<file path="config.mk">
export PLATFORM = sky130hd
export DESIGN_NAME = keypad_infix_expression_evaluator
export DESIGN_NICKNAME = d
export VERILOG_FILES = /design/src/rtl/core/kie_pkg.sv /design/src/rtl/core/kie_ram.sv /design/src/rtl/core/kie_alu.sv /design/src/rtl/core/keypad_infix_expression_evaluator.sv
export SDC_FILE = /design/constraint.sdc
export NUM_CORES = 2
export LEC_CHECK = 0
export BUFFER_PORTS_ARGS = -buffer_cell sky130_fd_sc_hd__buf_4
export CORE_ASPECT_RATIO = 1.5
export CORE_UTILIZATION = 40
export DETAILED_ROUTE_END_ITERATION = 10
export GPL_TIMING_DRIVEN = 0
export HOLD_SLACK_MARGIN = 0.1
export PLACE_DENSITY_LB_ADDON = 0.1
export SLEW_MARGIN = 20
export SYNTH_ARGS = -nofsm -noshare
export SYNTH_HDL_FRONTEND = slang
export SYNTH_SLANG_ARGS = --single-unit
export TNS_END_PERCENT = 10
</file>
<file path="constraint.sdc">
create_clock -name aclk -period 23.8 [get_ports aclk]
set_input_delay 2.38 -clock aclk [delete_from_list [all_inputs] [get_ports aclk]]
set_output_delay 2.38 -clock aclk [all_outputs]
set_load 0.03 [all_outputs]
</file>
<file path="src/rtl/core/kie_pkg.sv">
`timescale 1ns / 1ps
`default_nettype none
// ----------------------------------------------------------------------------
// kie_pkg
// Shared constants, types and saturating fixed-point helpers for the keypad
// expression evaluator.
// ----------------------------------------------------------------------------
package kie_pkg;

    localparam int VALUE_W     = 64;
    localparam int FRAC_BITS   = 16;
    localparam int STACK_DEPTH = 16;
    localparam int ADDR_W      = $clog2(STACK_DEPTH);
    localparam int CNT_W       = $clog2(STACK_DEPTH + 1);
    localparam int NUM_W       = VALUE_W + FRAC_BITS;
    localparam int ALU_CNT_W   = $clog2(NUM_W + 1);
    localparam int OP_W        = 3;
    localparam int KEY_W       = 4;
    localparam int DIGIT_W     = 4;
    localparam int STATUS_W    = 2;
    localparam int PHASE_W     = 3;
    localparam int S_DATA_W    = ((DIGIT_W + 7) / 8) * 8;
    localparam int M_DATA_W    = ((VALUE_W + STATUS_W + PHASE_W + 7) / 8) * 8;

    typedef logic [VALUE_W-1:0] value_t;
    typedef logic [OP_W-1:0]    op_t;

    localparam value_t VMAX    = {1'b0, {(VALUE_W - 1){1'b1}}};
    localparam value_t VMIN    = {1'b1, {(VALUE_W - 1){1'b0}}};
    localparam value_t DIG_LIM = VMAX >> FRAC_BITS;

    // operator codes
    localparam op_t OP_PLUS   = 3'd0;
    localparam op_t OP_MINUS  = 3'd1;
    localparam op_t OP_TIMES  = 3'd2;
    localparam op_t OP_DIVIDE = 3'd3;
    localparam op_t OP_OPEN   = 3'd4;

    // key codes
    localparam logic [KEY_W-1:0] KEY_DIGIT  = 4'd0;
    localparam logic [KEY_W-1:0] KEY_PLUS   = 4'd1;
    localparam logic [KEY_W-1:0] KEY_MINUS  = 4'd2;
    localparam logic [KEY_W-1:0] KEY_TIMES  = 4'd3;
    localparam logic [KEY_W-1:0] KEY_DIVIDE = 4'd4;
    localparam logic [KEY_W-1:0] KEY_OPEN   = 4'd5;
    localparam logic [KEY_W-1:0] KEY_CLOSE  = 4'd6;
    localparam logic [KEY_W-1:0] KEY_CLEAR  = 4'd7;
    localparam logic [KEY_W-1:0] KEY_NEGATE = 4'd8;
    localparam logic [KEY_W-1:0] KEY_EQUALS = 4'd9;

    // status codes
    localparam logic [STATUS_W-1:0] ST_OK      = 2'd0;
    localparam logic [STATUS_W-1:0] ST_SYNTAX  = 2'd1;
    localparam logic [STATUS_W-1:0] ST_FAULT   = 2'd2;
    localparam logic [STATUS_W-1:0] ST_IGNORED = 2'd3;

    // reduction reach
    localparam logic [1:0] LVL_MULDIV  = 2'd0;
    localparam logic [1:0] LVL_BRACKET = 2'd1;
    localparam logic [1:0] LVL_CLOSE   = 2'd2;
    localparam logic [1:0] LVL_ALL     = 2'd3;

    typedef enum logic [PHASE_W-1:0] {
        PH_CLEAR   = 3'd0,
        PH_OPERAND = 3'd1,
        PH_OPERATOR= 3'd2,
        PH_ERROR   = 3'd3,
        PH_OPENB   = 3'd4,
        PH_CLOSEB  = 3'd5,
        PH_NEG     = 3'd6
    } phase_t;

    typedef enum logic [3:0] {
        S_IDLE,
        S_DECODE,
        S_PUSH_OPEN,
        S_DIG_MUL,
        S_DIG_ADD,
        S_RED_RD,
        S_RED_OP,
        S_RED_B,
        S_RED_A,
        S_RED_ALU,
        S_RED_END,
        S_EQ_SH,
        S_NEG_WR,
        S_DONE
    } state_t;

    typedef enum logic [2:0] {
        AL_IDLE,
        AL_MUL,
        AL_MFIN,
        AL_DIV,
        AL_DFIN
    } alu_state_t;

    typedef struct packed {
        logic   start;
        op_t    op;
        value_t a;
        value_t b;
    } alu_req_t;

    typedef struct packed {
        logic   done;
        value_t result;
    } alu_rsp_t;

    function automatic value_t mag_of(input value_t v);
        return v[VALUE_W-1] ? (value_t'(0) - v) : v;
    endfunction

    function automatic value_t from_mag(input logic neg, input logic ovf, input value_t lo);
        value_t lim;
        lim = neg ? VMIN : VMAX;
        if (ovf || (lo > lim))
            return neg ? VMIN : VMAX;
        return neg ? (value_t'(0) - lo) : lo;
    endfunction

    function automatic value_t sat_add(input value_t a, input value_t b);
        logic [VALUE_W:0] s;
        s = {a[VALUE_W-1], a} + {b[VALUE_W-1], b};
        if (s[VALUE_W] != s[VALUE_W-1])
            return s[VALUE_W] ? VMIN : VMAX;
        return s[VALUE_W-1:0];
    endfunction

    function automatic value_t sat_sub(input value_t a, input value_t b);
        logic [VALUE_W:0] s;
        s = {a[VALUE_W-1], a} - {b[VALUE_W-1], b};
        if (s[VALUE_W] != s[VALUE_W-1])
            return s[VALUE_W] ? VMIN : VMAX;
        return s[VALUE_W-1:0];
    endfunction

    function automatic value_t sat_neg(input value_t a);
        return (a == VMIN) ? VMAX : (value_t'(0) - a);
    endfunction

endpackage
`default_nettype wire

</file>
<file path="src/rtl/core/kie_ram.sv">
`timescale 1ns / 1ps
`default_nettype none
// ----------------------------------------------------------------------------
// kie_ram
// Generic single-write, single-read RAM with registered read data.
// ----------------------------------------------------------------------------
module kie_ram #(
    parameter int WIDTH  = 8,
    parameter int DEPTH  = 16,
    parameter int ADDR_W = $clog2(DEPTH)
) (
    input  wire logic              aclk,
    input  wire logic              we,
    input  wire logic [ADDR_W-1:0] waddr,
    input  wire logic [WIDTH-1:0]  wdata,
    input  wire logic [ADDR_W-1:0] raddr,
    output logic      [WIDTH-1:0]  rdata
);

    logic [WIDTH-1:0] mem [DEPTH];

    always_ff @(posedge aclk) begin
        if (we)
            mem[waddr] <= wdata;
        rdata <= mem[raddr];
    end

endmodule
`default_nettype wire

</file>
<file path="src/rtl/core/kie_alu.sv">
`timescale 1ns / 1ps
`default_nettype none
// ----------------------------------------------------------------------------
// kie_alu
// Saturating fixed-point arithmetic: registered add and subtract, bit-serial
// multiply and restoring divide.
// ----------------------------------------------------------------------------
module kie_alu (
    input  wire logic             aclk,
    input  wire logic             aresetn,
    input  wire kie_pkg::alu_req_t req,
    output kie_pkg::alu_rsp_t     rsp
);

    localparam int W  = kie_pkg::VALUE_W;
    localparam int F  = kie_pkg::FRAC_BITS;
    localparam int NW = kie_pkg::NUM_W;
    localparam int CW = kie_pkg::ALU_CNT_W;

    kie_pkg::alu_state_t state_reg, state_next;
    logic                done_reg, done_next;
    kie_pkg::value_t     res_reg, res_next;
    logic                neg_reg, neg_next;
    logic [CW-1:0]       cnt_reg, cnt_next;
    kie_pkg::value_t     hi_reg, hi_next;
    kie_pkg::value_t     lo_reg, lo_next;
    kie_pkg::value_t     mb_reg, mb_next;
    kie_pkg::value_t     rem_reg, rem_next;
    logic [NW-1:0]       num_reg, num_next;
    logic                ovf_reg, ovf_next;

    logic [W:0]   mul_sum;
    logic [2*W-1:0] prod;
    logic [W:0]   rem_sh;
    logic         rem_ge;

    assign mul_sum = {1'b0, hi_reg} + (lo_reg[0] ? {1'b0, mb_reg} : '0);
    assign prod    = {hi_reg, lo_reg};
    assign rem_sh  = {rem_reg, num_reg[NW-1]};
    assign rem_ge  = rem_sh >= {1'b0, mb_reg};

    always_comb begin
        state_next = state_reg;
        case (state_reg)
            kie_pkg::AL_IDLE: begin
                if (req.start && req.op == kie_pkg::OP_TIMES)
                    state_next = kie_pkg::AL_MUL;
                else if (req.start && req.op == kie_pkg::OP_DIVIDE)
                    state_next = kie_pkg::AL_DIV;
            end
            kie_pkg::AL_MUL: begin
                if (cnt_reg == CW'(W - 1))
                    state_next = kie_pkg::AL_MFIN;
            end
            kie_pkg::AL_DIV: begin
                if (cnt_reg == CW'(NW - 1))
                    state_next = kie_pkg::AL_DFIN;
            end
            kie_pkg::AL_MFIN: state_next = kie_pkg::AL_IDLE;
            kie_pkg::AL_DFIN: state_next = kie_pkg::AL_IDLE;
            default:          state_next = kie_pkg::AL_IDLE;
        endcase
    end

    always_comb begin
        done_next = 1'b0;
        res_next  = res_reg;
        neg_next  = neg_reg;
        cnt_next  = cnt_reg;
        hi_next   = hi_reg;
        lo_next   = lo_reg;
        mb_next   = mb_reg;
        rem_next  = rem_reg;
        num_next  = num_reg;
        ovf_next  = ovf_reg;
        case (state_reg)
            kie_pkg::AL_IDLE: begin
                if (req.start) begin
                    neg_next = req.a[W-1] ^ req.b[W-1];
                    mb_next  = kie_pkg::mag_of(req.b);
                    cnt_next = '0;
                    case (req.op)
                        kie_pkg::OP_PLUS: begin
                            res_next  = kie_pkg::sat_add(req.a, req.b);
                            done_next = 1'b1;
                        end
                        kie_pkg::OP_MINUS: begin
                            res_next  = kie_pkg::sat_sub(req.a, req.b);
                            done_next = 1'b1;
                        end
                        kie_pkg::OP_TIMES: begin
                            hi_next = '0;
                            lo_next = kie_pkg::mag_of(req.a);
                        end
                        kie_pkg::OP_DIVIDE: begin
                            num_next = NW'(kie_pkg::mag_of(req.a)) << F;
                            rem_next = '0;
                            lo_next  = '0;
                            ovf_next = 1'b0;
                        end
                        default: begin
                            res_next  = '0;
                            done_next = 1'b1;
                        end
                    endcase
                end
            end
            kie_pkg::AL_MUL: begin
                hi_next  = mul_sum[W:1];
                lo_next  = {mul_sum[0], lo_reg[W-1:1]};
                cnt_next = cnt_reg + 1'b1;
            end
            kie_pkg::AL_MFIN: begin
                res_next  = kie_pkg::from_mag(neg_reg, |prod[2*W-1:W+F], prod[W+F-1:F]);
                done_next = 1'b1;
            end
            kie_pkg::AL_DIV: begin
                rem_next = rem_ge ? W'(rem_sh - {1'b0, mb_reg}) : rem_sh[W-1:0];
                ovf_next = ovf_reg | lo_reg[W-1];
                lo_next  = {lo_reg[W-2:0], rem_ge};
                num_next = num_reg << 1;
                cnt_next = cnt_reg + 1'b1;
            end
            kie_pkg::AL_DFIN: begin
                res_next  = kie_pkg::from_mag(neg_reg, ovf_reg, lo_reg);
                done_next = 1'b1;
            end
            default: ;
        endcase
    end

    always_ff @(posedge aclk) begin
        if (!aresetn) begin
            state_reg <= kie_pkg::AL_IDLE;
            done_reg  <= 1'b0;
        end else begin
            state_reg <= state_next;
            done_reg  <= done_next;
        end
        res_reg <= res_next;
        neg_reg <= neg_next;
        cnt_reg <= cnt_next;
        hi_reg  <= hi_next;
        lo_reg  <= lo_next;
        mb_reg  <= mb_next;
        rem_reg <= rem_next;
        num_reg <= num_next;
        ovf_reg <= ovf_next;
    end

    assign rsp.done   = done_reg;
    assign rsp.result = res_reg;

endmodule
`default_nettype wire

</file>
<file path="src/rtl/core/keypad_infix_expression_evaluator.sv">
`timescale 1ns / 1ps
`default_nettype none
// ----------------------------------------------------------------------------
// keypad_infix_expression_evaluator
// Calculator key sequencer with value and operator stacks held in RAM.
// ----------------------------------------------------------------------------
// One key request is taken at a time and gives one result request. An
// operator key reduces stacked operators one at a time; the bit-serial
// multiply and divide unit sets the worst-case time per key. The stacks live
// in two RAMs with a registered read and are never cleared; only entries
// below the stack counts are read. A pending result is held in an output
// register, so the next key is taken while it waits.
// ----------------------------------------------------------------------------
module keypad_infix_expression_evaluator (
    input  wire logic                          aclk,
    input  wire logic                          aresetn,
    input  wire logic                          s_tvalid,
    output logic                               s_tready,
    input  wire logic [kie_pkg::S_DATA_W-1:0]  s_tdata,  // [3:0] digit
    input  wire logic [kie_pkg::KEY_W-1:0]     s_tuser,  // [3:0] mode
    output logic                               m_tvalid,
    input  wire logic                          m_tready,
    output logic      [kie_pkg::M_DATA_W-1:0]  m_tdata   // display_value, status, entry_phase
);

    localparam int W  = kie_pkg::VALUE_W;
    localparam int F  = kie_pkg::FRAC_BITS;
    localparam int AW = kie_pkg::ADDR_W;
    localparam int CW = kie_pkg::CNT_W;
    localparam logic [CW-1:0] DEPTH_C = CW'(kie_pkg::STACK_DEPTH);
    localparam logic [CW-1:0] TWO_C   = CW'(2);

    kie_pkg::state_t   state_reg, state_next;
    kie_pkg::phase_t   phase_reg, phase_next;
    kie_pkg::value_t   entry_reg, entry_next;
    kie_pkg::op_t      pending_reg, pending_next;
    logic [CW-1:0]     vcnt_reg, vcnt_next;
    logic [CW-1:0]     ocnt_reg, ocnt_next;
    kie_pkg::value_t   shown_reg, shown_next;
    logic [kie_pkg::STATUS_W-1:0] status_reg, status_next;
    logic [kie_pkg::KEY_W-1:0]    key_reg, key_next;
    logic [kie_pkg::DIGIT_W-1:0]  digit_reg, digit_next;
    kie_pkg::value_t   bval_reg, bval_next;
    kie_pkg::op_t      op_reg, op_next;
    logic              m_tvalid_reg, m_tvalid_next;
    kie_pkg::value_t   out_value_reg, out_value_next;
    logic [kie_pkg::STATUS_W-1:0] out_status_reg, out_status_next;
    logic [kie_pkg::PHASE_W-1:0]  out_phase_reg, out_phase_next;

    logic              v_we;
    logic [AW-1:0]     v_waddr, v_raddr;
    kie_pkg::value_t   v_wdata, v_rdata;
    logic              o_we;
    logic [AW-1:0]     o_waddr, o_raddr;
    kie_pkg::op_t      o_wdata, o_rdata;

    kie_pkg::alu_req_t alu_req;
    kie_pkg::alu_rsp_t alu_rsp;

    logic              vfull, ofull, out_free;
    kie_pkg::op_t      key_op;
    logic [1:0]        lvl;
    logic [CW-1:0]     vcnt_m1, vcnt_m2, ocnt_m1;
    logic [W+3:0]      m10;
    kie_pkg::value_t   emag, dfix;

    assign vfull    = vcnt_reg == DEPTH_C;
    assign ofull    = ocnt_reg == DEPTH_C;
    assign out_free = !m_tvalid_reg || m_tready;
    assign key_op   = kie_pkg::OP_W'(key_reg - kie_pkg::KEY_PLUS);
    assign vcnt_m1  = vcnt_reg - 1'b1;
    assign vcnt_m2  = vcnt_reg - TWO_C;
    assign ocnt_m1  = ocnt_reg - 1'b1;
    assign emag     = kie_pkg::mag_of(entry_reg);
    assign m10      = ((W + 4)'(emag) << 3) + ((W + 4)'(emag) << 1);
    assign dfix     = (W'(digit_reg) > kie_pkg::DIG_LIM) ? kie_pkg::VMAX
                                                         : (W'(digit_reg) << F);

    always_comb begin
        case (key_reg)
            kie_pkg::KEY_PLUS, kie_pkg::KEY_MINUS:   lvl = kie_pkg::LVL_BRACKET;
            kie_pkg::KEY_TIMES, kie_pkg::KEY_DIVIDE: lvl = kie_pkg::LVL_MULDIV;
            kie_pkg::KEY_CLOSE:                      lvl = kie_pkg::LVL_CLOSE;
            default:                                 lvl = kie_pkg::LVL_ALL;
        endcase
    end

    assign v_raddr = (state_reg == kie_pkg::S_RED_B) ? vcnt_m2[AW-1:0] : vcnt_m1[AW-1:0];
    assign o_raddr = ocnt_m1[AW-1:0];

    kie_ram #(.WIDTH(W), .DEPTH(kie_pkg::STACK_DEPTH)) u_vstack (
        .aclk  (aclk),
        .we    (v_we),
        .waddr (v_waddr),
        .wdata (v_wdata),
        .raddr (v_raddr),
        .rdata (v_rdata)
    );

    kie_ram #(.WIDTH(kie_pkg::OP_W), .DEPTH(kie_pkg::STACK_DEPTH)) u_ostack (
        .aclk  (aclk),
        .we    (o_we),
        .waddr (o_waddr),
        .wdata (o_wdata),
        .raddr (o_raddr),
        .rdata (o_rdata)
    );

    kie_alu u_alu (
        .aclk    (aclk),
        .aresetn (aresetn),
        .req     (alu_req),
        .rsp     (alu_rsp)
    );

    // next state
    always_comb begin
        state_next = state_reg;
        case (state_reg)
            kie_pkg::S_IDLE: begin
                if (s_tvalid)
                    state_next = kie_pkg::S_DECODE;
            end
            kie_pkg::S_DECODE: begin
                state_next = kie_pkg::S_DONE;
                if (key_reg > kie_pkg::KEY_EQUALS) begin
                    state_next = kie_pkg::S_DONE;
                end else if (phase_reg == kie_pkg::PH_ERROR && key_reg != kie_pkg::KEY_CLEAR) begin
                    state_next = kie_pkg::S_DONE;
                end else begin
                    case (key_reg)
                        kie_pkg::KEY_DIGIT: begin
                            if (phase_reg == kie_pkg::PH_OPERATOR)
                                state_next = ofull ? kie_pkg::S_DONE : kie_pkg::S_DIG_MUL;
                            else if (phase_reg inside {kie_pkg::PH_CLEAR, kie_pkg::PH_OPERAND,
                                                       kie_pkg::PH_OPENB})
                                state_next = kie_pkg::S_DIG_MUL;
                        end
                        kie_pkg::KEY_PLUS, kie_pkg::KEY_MINUS, kie_pkg::KEY_TIMES,
                        kie_pkg::KEY_DIVIDE, kie_pkg::KEY_CLOSE, kie_pkg::KEY_EQUALS: begin
                            if (!(phase_reg inside {kie_pkg::PH_OPERATOR, kie_pkg::PH_OPENB,
                                                    kie_pkg::PH_CLEAR})
                                && (phase_reg == kie_pkg::PH_CLOSEB || !vfull))
                                state_next = kie_pkg::S_RED_RD;
                        end
                        kie_pkg::KEY_OPEN: begin
                            if (phase_reg == kie_pkg::PH_OPERATOR && !ofull)
                                state_next = kie_pkg::S_PUSH_OPEN;
                        end
                        kie_pkg::KEY_NEGATE: begin
                            if (phase_reg == kie_pkg::PH_OPERATOR && vcnt_reg != '0)
                                state_next = kie_pkg::S_NEG_WR;
                        end
                        default: state_next = kie_pkg::S_DONE;
                    endcase
                end
            end
            kie_pkg::S_PUSH_OPEN: state_next = kie_pkg::S_DONE;
            kie_pkg::S_DIG_MUL:   state_next = kie_pkg::S_DIG_ADD;
            kie_pkg::S_DIG_ADD:   state_next = kie_pkg::S_DONE;
            kie_pkg::S_RED_RD: begin
                state_next = (ocnt_reg == '0) ? kie_pkg::S_RED_END : kie_pkg::S_RED_OP;
            end
            kie_pkg::S_RED_OP: begin
                if (o_rdata == kie_pkg::OP_OPEN)
                    state_next = (lvl == kie_pkg::LVL_ALL) ? kie_pkg::S_DONE : kie_pkg::S_RED_END;
                else if (lvl == kie_pkg::LVL_MULDIV && o_rdata < kie_pkg::OP_TIMES)
                    state_next = kie_pkg::S_RED_END;
                else if (o_rdata > kie_pkg::OP_OPEN || vcnt_reg < TWO_C)
                    state_next = kie_pkg::S_DONE;
                else
                    state_next = kie_pkg::S_RED_B;
            end
            kie_pkg::S_RED_B: state_next = kie_pkg::S_RED_A;
            kie_pkg::S_RED_A: begin
                if (op_reg == kie_pkg::OP_DIVIDE && bval_reg == '0)
                    state_next = kie_pkg::S_DONE;
                else
                    state_next = kie_pkg::S_RED_ALU;
            end
            kie_pkg::S_RED_ALU: begin
                if (alu_rsp.done)
                    state_next = kie_pkg::S_RED_RD;
            end
            kie_pkg::S_RED_END: begin
                if (key_reg == kie_pkg::KEY_EQUALS && vcnt_reg != '0)
                    state_next = kie_pkg::S_EQ_SH;
                else
                    state_next = kie_pkg::S_DONE;
            end
            kie_pkg::S_EQ_SH:  state_next = kie_pkg::S_DONE;
            kie_pkg::S_NEG_WR: state_next = kie_pkg::S_DONE;
            kie_pkg::S_DONE: begin
                if (out_free)
                    state_next = kie_pkg::S_IDLE;
            end
            default: state_next = kie_pkg::S_IDLE;
        endcase
    end

    // datapath and memory control
    always_comb begin
        phase_next      = phase_reg;
        entry_next      = entry_reg;
        pending_next    = pending_reg;
        vcnt_next       = vcnt_reg;
        ocnt_next       = ocnt_reg;
        shown_next      = shown_reg;
        status_next     = status_reg;
        key_next        = key_reg;
        digit_next      = digit_reg;
        bval_next       = bval_reg;
        op_next         = op_reg;
        m_tvalid_next   = m_tvalid_reg && !m_tready;
        out_value_next  = out_value_reg;
        out_status_next = out_status_reg;
        out_phase_next  = out_phase_reg;
        v_we            = 1'b0;
        v_waddr         = vcnt_reg[AW-1:0];
        v_wdata         = entry_reg;
        o_we            = 1'b0;
        o_waddr         = ocnt_reg[AW-1:0];
        o_wdata         = pending_reg;
        alu_req.start   = 1'b0;
        alu_req.op      = op_reg;
        alu_req.a       = v_rdata;
        alu_req.b       = bval_reg;
        case (state_reg)
            kie_pkg::S_IDLE: begin
                if (s_tvalid) begin
                    key_next    = s_tuser;
                    digit_next  = s_tdata[kie_pkg::DIGIT_W-1:0];
                    status_next = kie_pkg::ST_OK;
                end
            end
            kie_pkg::S_DECODE: begin
                if (key_reg > kie_pkg::KEY_EQUALS) begin
                    status_next = kie_pkg::ST_OK;
                end else if (phase_reg == kie_pkg::PH_ERROR && key_reg != kie_pkg::KEY_CLEAR) begin
                    status_next = kie_pkg::ST_IGNORED;
                end else begin
                    case (key_reg)
                        kie_pkg::KEY_DIGIT: begin
                            if (phase_reg == kie_pkg::PH_OPERATOR) begin
                                if (ofull) begin
                                    status_next = kie_pkg::ST_FAULT;
                                    phase_next  = kie_pkg::PH_ERROR;
                                end else begin
                                    o_we      = 1'b1;
                                    ocnt_next = ocnt_reg + 1'b1;
                                end
                            end else if (!(phase_reg inside {kie_pkg::PH_CLEAR,
                                                            kie_pkg::PH_OPERAND,
                                                            kie_pkg::PH_OPENB})) begin
                                status_next = kie_pkg::ST_SYNTAX;
                                phase_next  = kie_pkg::PH_ERROR;
                            end
                        end
                        kie_pkg::KEY_PLUS, kie_pkg::KEY_MINUS, kie_pkg::KEY_TIMES,
                        kie_pkg::KEY_DIVIDE, kie_pkg::KEY_CLOSE, kie_pkg::KEY_EQUALS: begin
                            if (phase_reg == kie_pkg::PH_OPERATOR
                                && key_reg <= kie_pkg::KEY_DIVIDE) begin
                                pending_next = key_op;
                            end else if (phase_reg == kie_pkg::PH_OPERATOR
                                         || phase_reg == kie_pkg::PH_OPENB) begin
                                status_next = kie_pkg::ST_SYNTAX;
                                phase_next  = kie_pkg::PH_ERROR;
                            end else if (phase_reg != kie_pkg::PH_CLEAR
                                         && phase_reg != kie_pkg::PH_CLOSEB) begin
                                entry_next = '0;
                                if (vfull) begin
                                    status_next = kie_pkg::ST_FAULT;
                                    phase_next  = kie_pkg::PH_ERROR;
                                end else begin
                                    v_we      = 1'b1;
                                    vcnt_next = vcnt_reg + 1'b1;
                                end
                            end
                        end
                        kie_pkg::KEY_OPEN: begin
                            if (phase_reg == kie_pkg::PH_CLEAR || phase_reg == kie_pkg::PH_OPENB
                                || phase_reg == kie_pkg::PH_OPERATOR) begin
                                if (ofull) begin
                                    status_next = kie_pkg::ST_FAULT;
                                    phase_next  = kie_pkg::PH_ERROR;
                                end else begin
                                    o_we      = 1'b1;
                                    ocnt_next = ocnt_reg + 1'b1;
                                    if (phase_reg != kie_pkg::PH_OPERATOR) begin
                                        o_wdata    = kie_pkg::OP_OPEN;
                                        phase_next = kie_pkg::PH_OPENB;
                                    end
                                end
                            end else begin
                                status_next = kie_pkg::ST_SYNTAX;
                                phase_next  = kie_pkg::PH_ERROR;
                            end
                        end
                        kie_pkg::KEY_CLEAR: begin
                            if (phase_reg != kie_pkg::PH_CLEAR) begin
                                entry_next = '0;
                                vcnt_next  = '0;
                                ocnt_next  = '0;
                                shown_next = '0;
                                phase_next = kie_pkg::PH_CLEAR;
                            end
                        end
                        kie_pkg::KEY_NEGATE: begin
                            if (phase_reg == kie_pkg::PH_OPERAND || phase_reg == kie_pkg::PH_NEG) begin
                                entry_next = kie_pkg::sat_neg(entry_reg);
                                phase_next = kie_pkg::PH_NEG;
                            end else if (phase_reg != kie_pkg::PH_OPERATOR
                                         && phase_reg != kie_pkg::PH_CLEAR) begin
                                status_next = kie_pkg::ST_SYNTAX;
                                phase_next  = kie_pkg::PH_ERROR;
                            end
                        end
                        default: ;
                    endcase
                end
            end
            kie_pkg::S_PUSH_OPEN: begin
                if (ofull) begin
                    status_next = kie_pkg::ST_FAULT;
                    phase_next  = kie_pkg::PH_ERROR;
                end else begin
                    o_we       = 1'b1;
                    o_wdata    = kie_pkg::OP_OPEN;
                    ocnt_next  = ocnt_reg + 1'b1;
                    phase_next = kie_pkg::PH_OPENB;
                end
            end
            kie_pkg::S_DIG_MUL: begin
                entry_next = kie_pkg::from_mag(entry_reg[W-1], |m10[W+3:W], m10[W-1:0]);
            end
            kie_pkg::S_DIG_ADD: begin
                entry_next = kie_pkg::sat_add(entry_reg, dfix);
                shown_next = kie_pkg::sat_add(entry_reg, dfix);
                phase_next = kie_pkg::PH_OPERAND;
            end
            kie_pkg::S_RED_OP: begin
                op_next = o_rdata;
                if (o_rdata == kie_pkg::OP_OPEN) begin
                    if (lvl == kie_pkg::LVL_ALL) begin
                        status_next = kie_pkg::ST_FAULT;
                        phase_next  = kie_pkg::PH_ERROR;
                    end else if (lvl == kie_pkg::LVL_CLOSE) begin
                        ocnt_next = ocnt_m1;
                    end
                end else if (lvl == kie_pkg::LVL_MULDIV && o_rdata < kie_pkg::OP_TIMES) begin
                    op_next = o_rdata;
                end else if (o_rdata > kie_pkg::OP_OPEN || vcnt_reg < TWO_C) begin
                    status_next = kie_pkg::ST_FAULT;
                    phase_next  = kie_pkg::PH_ERROR;
                end
            end
            kie_pkg::S_RED_B: begin
                bval_next = v_rdata;
            end
            kie_pkg::S_RED_A: begin
                if (op_reg == kie_pkg::OP_DIVIDE && bval_reg == '0) begin
                    status_next = kie_pkg::ST_FAULT;
                    phase_next  = kie_pkg::PH_ERROR;
                end else begin
                    alu_req.start = 1'b1;
                end
            end
            kie_pkg::S_RED_ALU: begin
                if (alu_rsp.done) begin
                    v_we      = 1'b1;
                    v_waddr   = vcnt_m2[AW-1:0];
                    v_wdata   = alu_rsp.result;
                    vcnt_next = vcnt_m1;
                    ocnt_next = ocnt_m1;
                end
            end
            kie_pkg::S_RED_END: begin
                if (key_reg == kie_pkg::KEY_CLOSE) begin
                    phase_next = kie_pkg::PH_CLOSEB;
                end else if (key_reg == kie_pkg::KEY_EQUALS) begin
                    if (vcnt_reg == '0) begin
                        status_next = kie_pkg::ST_FAULT;
                        phase_next  = kie_pkg::PH_ERROR;
                    end
                end else begin
                    pending_next = key_op;
                    phase_next   = kie_pkg::PH_OPERATOR;
                end
            end
            kie_pkg::S_EQ_SH: begin
                shown_next = v_rdata;
                entry_next = '0;
                phase_next = kie_pkg::PH_OPERATOR;
            end
            kie_pkg::S_NEG_WR: begin
                v_we    = 1'b1;
                v_waddr = vcnt_m1[AW-1:0];
                v_wdata = kie_pkg::sat_neg(v_rdata);
            end
            kie_pkg::S_DONE: begin
                if (out_free) begin
                    m_tvalid_next   = 1'b1;
                    out_value_next  = shown_reg;
                    out_status_next = status_reg;
                    out_phase_next  = phase_reg;
                end
            end
            default: ;
        endcase
    end

    always_ff @(posedge aclk) begin
        if (!aresetn) begin
            state_reg    <= kie_pkg::S_IDLE;
            phase_reg    <= kie_pkg::PH_CLEAR;
            entry_reg    <= '0;
            pending_reg  <= kie_pkg::OP_PLUS;
            vcnt_reg     <= '0;
            ocnt_reg     <= '0;
            shown_reg    <= '0;
            m_tvalid_reg <= 1'b0;
        end else begin
            state_reg    <= state_next;
            phase_reg    <= phase_next;
            entry_reg    <= entry_next;
            pending_reg  <= pending_next;
            vcnt_reg     <= vcnt_next;
            ocnt_reg     <= ocnt_next;
            shown_reg    <= shown_next;
            m_tvalid_reg <= m_tvalid_next;
        end
        status_reg     <= status_next;
        key_reg        <= key_next;
        digit_reg      <= digit_next;
        bval_reg       <= bval_next;
        op_reg         <= op_next;
        out_value_reg  <= out_value_next;
        out_status_reg <= out_status_next;
        out_phase_reg  <= out_phase_next;
    end

    assign s_tready = state_reg == kie_pkg::S_IDLE;
    assign m_tvalid = m_tvalid_reg;
    assign m_tdata  = kie_pkg::M_DATA_W'({out_phase_reg, out_status_reg, out_value_reg});

endmodule
`default_nettype wire
</file>
==> metrics <==
status=finished with violations; failing checks=design-rule violations; remaining antenna violation count=0; WP depth=32; YS warnings=0; First-pass DRT Iterations=11; Final Max Tran Viols=0; global-route usage over all layers=around 36%; crit path kind=flip-flop to flip-flop; Resized Gates After CTS=0; fin area=between 100000 and 150000 µm²; I/O Pins=90; CP max FO=about 60; DRT Wirelength=about 490000 µm; reg2reg end=entry_reg[48]$_SDFFE_PN0P_; max FFs per register=1024; CTS Buf Count=about 190; slew margin rel.=under 10%; Core ar.=265000 µm²; setup bufs post-CTS=0; clk_skew=about 110 ps; via/cell ratio=roughly 6.2; Placer Congestion=approximately 1.1; worst-margin pin slew=1410 ps; worst ir drop on vdd=between 80 and 90 µV; Hold WC Path Type=flip-flop to flip-flop; PD cells=147 nW/µm²; CTS tree=done; DIE AREA=between 200000 and 300000 µm²; hold buffer count at cts=0; die height=635 µm; NumNets Final=around 11000; initial antenna violation count=32; number of global-route vias before repair=85000; Crit. End Element=flip-flop; Worst-path clk slew=around 70 ps; Initial Utilization=between 40% and 50%; Reg-to-Reg Start=entry_reg[63]$_SDFFE_PN0P_; clk sinks=between 1500 and 2000; #FFs+latches synth=between 1500 and 2000; TNS Setup=0 ps; Area after DPL=~110000 µm²; DP HPWL=392000 µm; # rows=231; Tot Pwr=~0.018 W; fill count=about 25000; root buffer selected by CTS=clkbuf_16; wire per inst=~35 µm; crit-path most repeated cell=clkbuf_1; top register by number of flip-flops=u_vstack.mem; reg2reg setup slack=~10000 ps; global-route wire length before repair=between 600000 and 700000 µm; Lkg Pwr=43.3 nW; CP max-delay cell=buf_1; final setup violating endpoints=0; R2R cell count=32; hold_ws=between 400 and 500 ps; mapped cell area=approximately 110000 µm²; ys flop type=edfxtp_1; crit-path leading delay family=buffers and inverters; max-cap check violation count=0; Cells after Synth=approximately 10000; synth-to-layout area growth=13.3%; final core occ=a little under half; Async SR Flop Fraction=0%; IO buf count=a little over 80; Distinct cells, synth=around 110; sequential share of the synthesized area=approximately 49%; crit share post-route=57.9%; DRC viols=18; DIE WIDTH=about 420 µm; via count=86100; worst skew pair latency=930 ps; Avg Cell Area, Syn=10.9 µm²; htree depth=4; RSZ-0062 raised after global routing=no; Post-synth EDFFs=around 1600; Achievable Freq=a little over 70 MHz; CP startpoint=entry_reg[63]$_SDFFE_PN0P_; largest net degree at the start of global routing=between 60 and 70; min Tclk post-route=13790 ps; Critical Path End=entry_reg[48]$_SDFFE_PN0P_; CP required=~25000 ps; Final Hold Vio Count=0; CTS Buffer Depth=4; layout cells sized above 1=9.69%; DR iter-0 viols=8179; Overflow after GRT=0; Crit path arrival time=~15000 ps; CP Launch Type=flip-flop; Buf+Inv Stages, Crit Path=9; highest cell delay on the worst timing path=approximately 750 ps
-- final cells by class --
type | count | area (µm²) | area share [%]
diodes | 14 | 35.0 | 0.0290
plain buffers | 634 | 2480 | 2.05
clock buffers | 230 | 5110 | 4.23
clock inverters | 120 | 1140 | 0.944
inverters | 340 | 1280 | 1.06
multi-input cells | 6980 | 50700 | 41.9
flip-flops and latches | 1831 | 52800 | 43.6
well taps | 3495 | 4370 | 3.62
repair buffers | 213 | 3000 | 2.48
-- cell usage in the layout (no fill, tap or decap), types with 217 or more instances in the layout --
cell type     n
xor2_1      217
a21o_1      241
inv_1       335
clkbuf_1    542
nor2_1      759
edfxtp_1   1611
ha_1        486
mux4_2      271
nand2_1     557
xnor2_1     423
a21oi_1     756
o21ai_0     729
-- worst register-to-register path, delay by kind of cell, from the launching register on --
kind | cells | cell delay [ps]
fa+ha+maj | 2 | 600
compound gates | 11 | 3710
flops | 1 | 370
simple gates | 7 | 2140
buf+inv | 9 | 5550
mux | 1 | 160
xor+xnor | 2 | 1120
-- synthesized netlist by cell type (81+ instances only) --
cell type / number / area [µm²]
edfxtp_1: 1611 / 48400
nor2_1: 781 / 2930
a21oi_1: 763 / 3820
o21ai_0: 739 / 3700
nand2_1: 557 / 2090
clkbuf_1: 533 / 2000
ha_1: 486 / 6080
xnor2_1: 425 / 3720
inv_1: 336 / 1260
mux4_2: 271 / 6100
a21o_1: 241 / 1810
dfxtp_1: 220 / 4400
xor2_1: 217 / 1900
mux2i_1: 197 / 1970
nand3_1: 190 / 951
nor3_1: 184 / 921
nor2b_1: 141 / 882
or3_1: 128 / 801
nand4_1: 125 / 782
a211oi_1: 118 / 886
nand2b_1: 106 / 663
o22ai_1: 105 / 657
a31oi_1: 84 / 526
buf_1: 82 / 308
nor4_1: 81 / 507
-- worst min path at each step --
stage	start	end	depth (start not counted)
finish	shown_reg[63]$_SDFFE_PN0P_	out_value_reg[63]$_DFFE_PP_	0
global route	shown_reg[63]$_SDFFE_PN0P_	out_value_reg[63]$_DFFE_PP_	0
CTS	shown_reg[63]$_SDFFE_PN0P_	out_value_reg[63]$_DFFE_PP_	0
detailed placement	shown_reg[63]$_SDFFE_PN0P_	out_value_reg[63]$_DFFE_PP_	0
global placement	shown_reg[63]$_SDFFE_PN0P_	out_value_reg[63]$_DFFE_PP_	0
floorplan	phase_reg[2]$_SDFFE_PN0P_	out_phase_reg[2]$_DFFE_PP_	0
-- cells by family after synthesis --
family | share of synthesized area (%)
flops | 49.4
fa+ha+maj | 5.82
other cells | 0.00351
mux | 7.67
xor+xnor | 5.32
buf+inv | 3.48
compound gates | 16.6
simple gates | 11.7
-- per-stage QoR --
step | setup slack (ps) | cells
after global placement | 7700 | 13400
after CTS | 10420 | 13800
final | 10020 | 13900
after floorplan | 14570 | 9785
after detailed placement | 10490 | 13500
after global routing | 9750 | 13800
-- routing by layer --
| layer | track usage, % | wire [µm] | vias to the layer above | share of wire (%) |
|---|---|---|---|---|
| li1 | - | - | 38000 | - |
| met1 | 37.8 | 169000 | 43200 | 34 |
| met3 | 5.62 | 29400 | 1214 | 6.0 |
| met5 | 0 | 127 | - | 0.026 |
| met2 | 61.5 | 240000 | 3635 | 49 |
| met4 | 32.4 | 53200 | 18 | 11 |
-- power by group --
group	internal, W	total (W)	switching (W)
Clock	0.00173	0.00312	0.00139
Sequential	0.00419	0.00479	0.000592
Combinational	0.00300	0.00981	0.00681
Total	0.00893	0.0177	0.00879
Power figures use the tool's default switching activity.
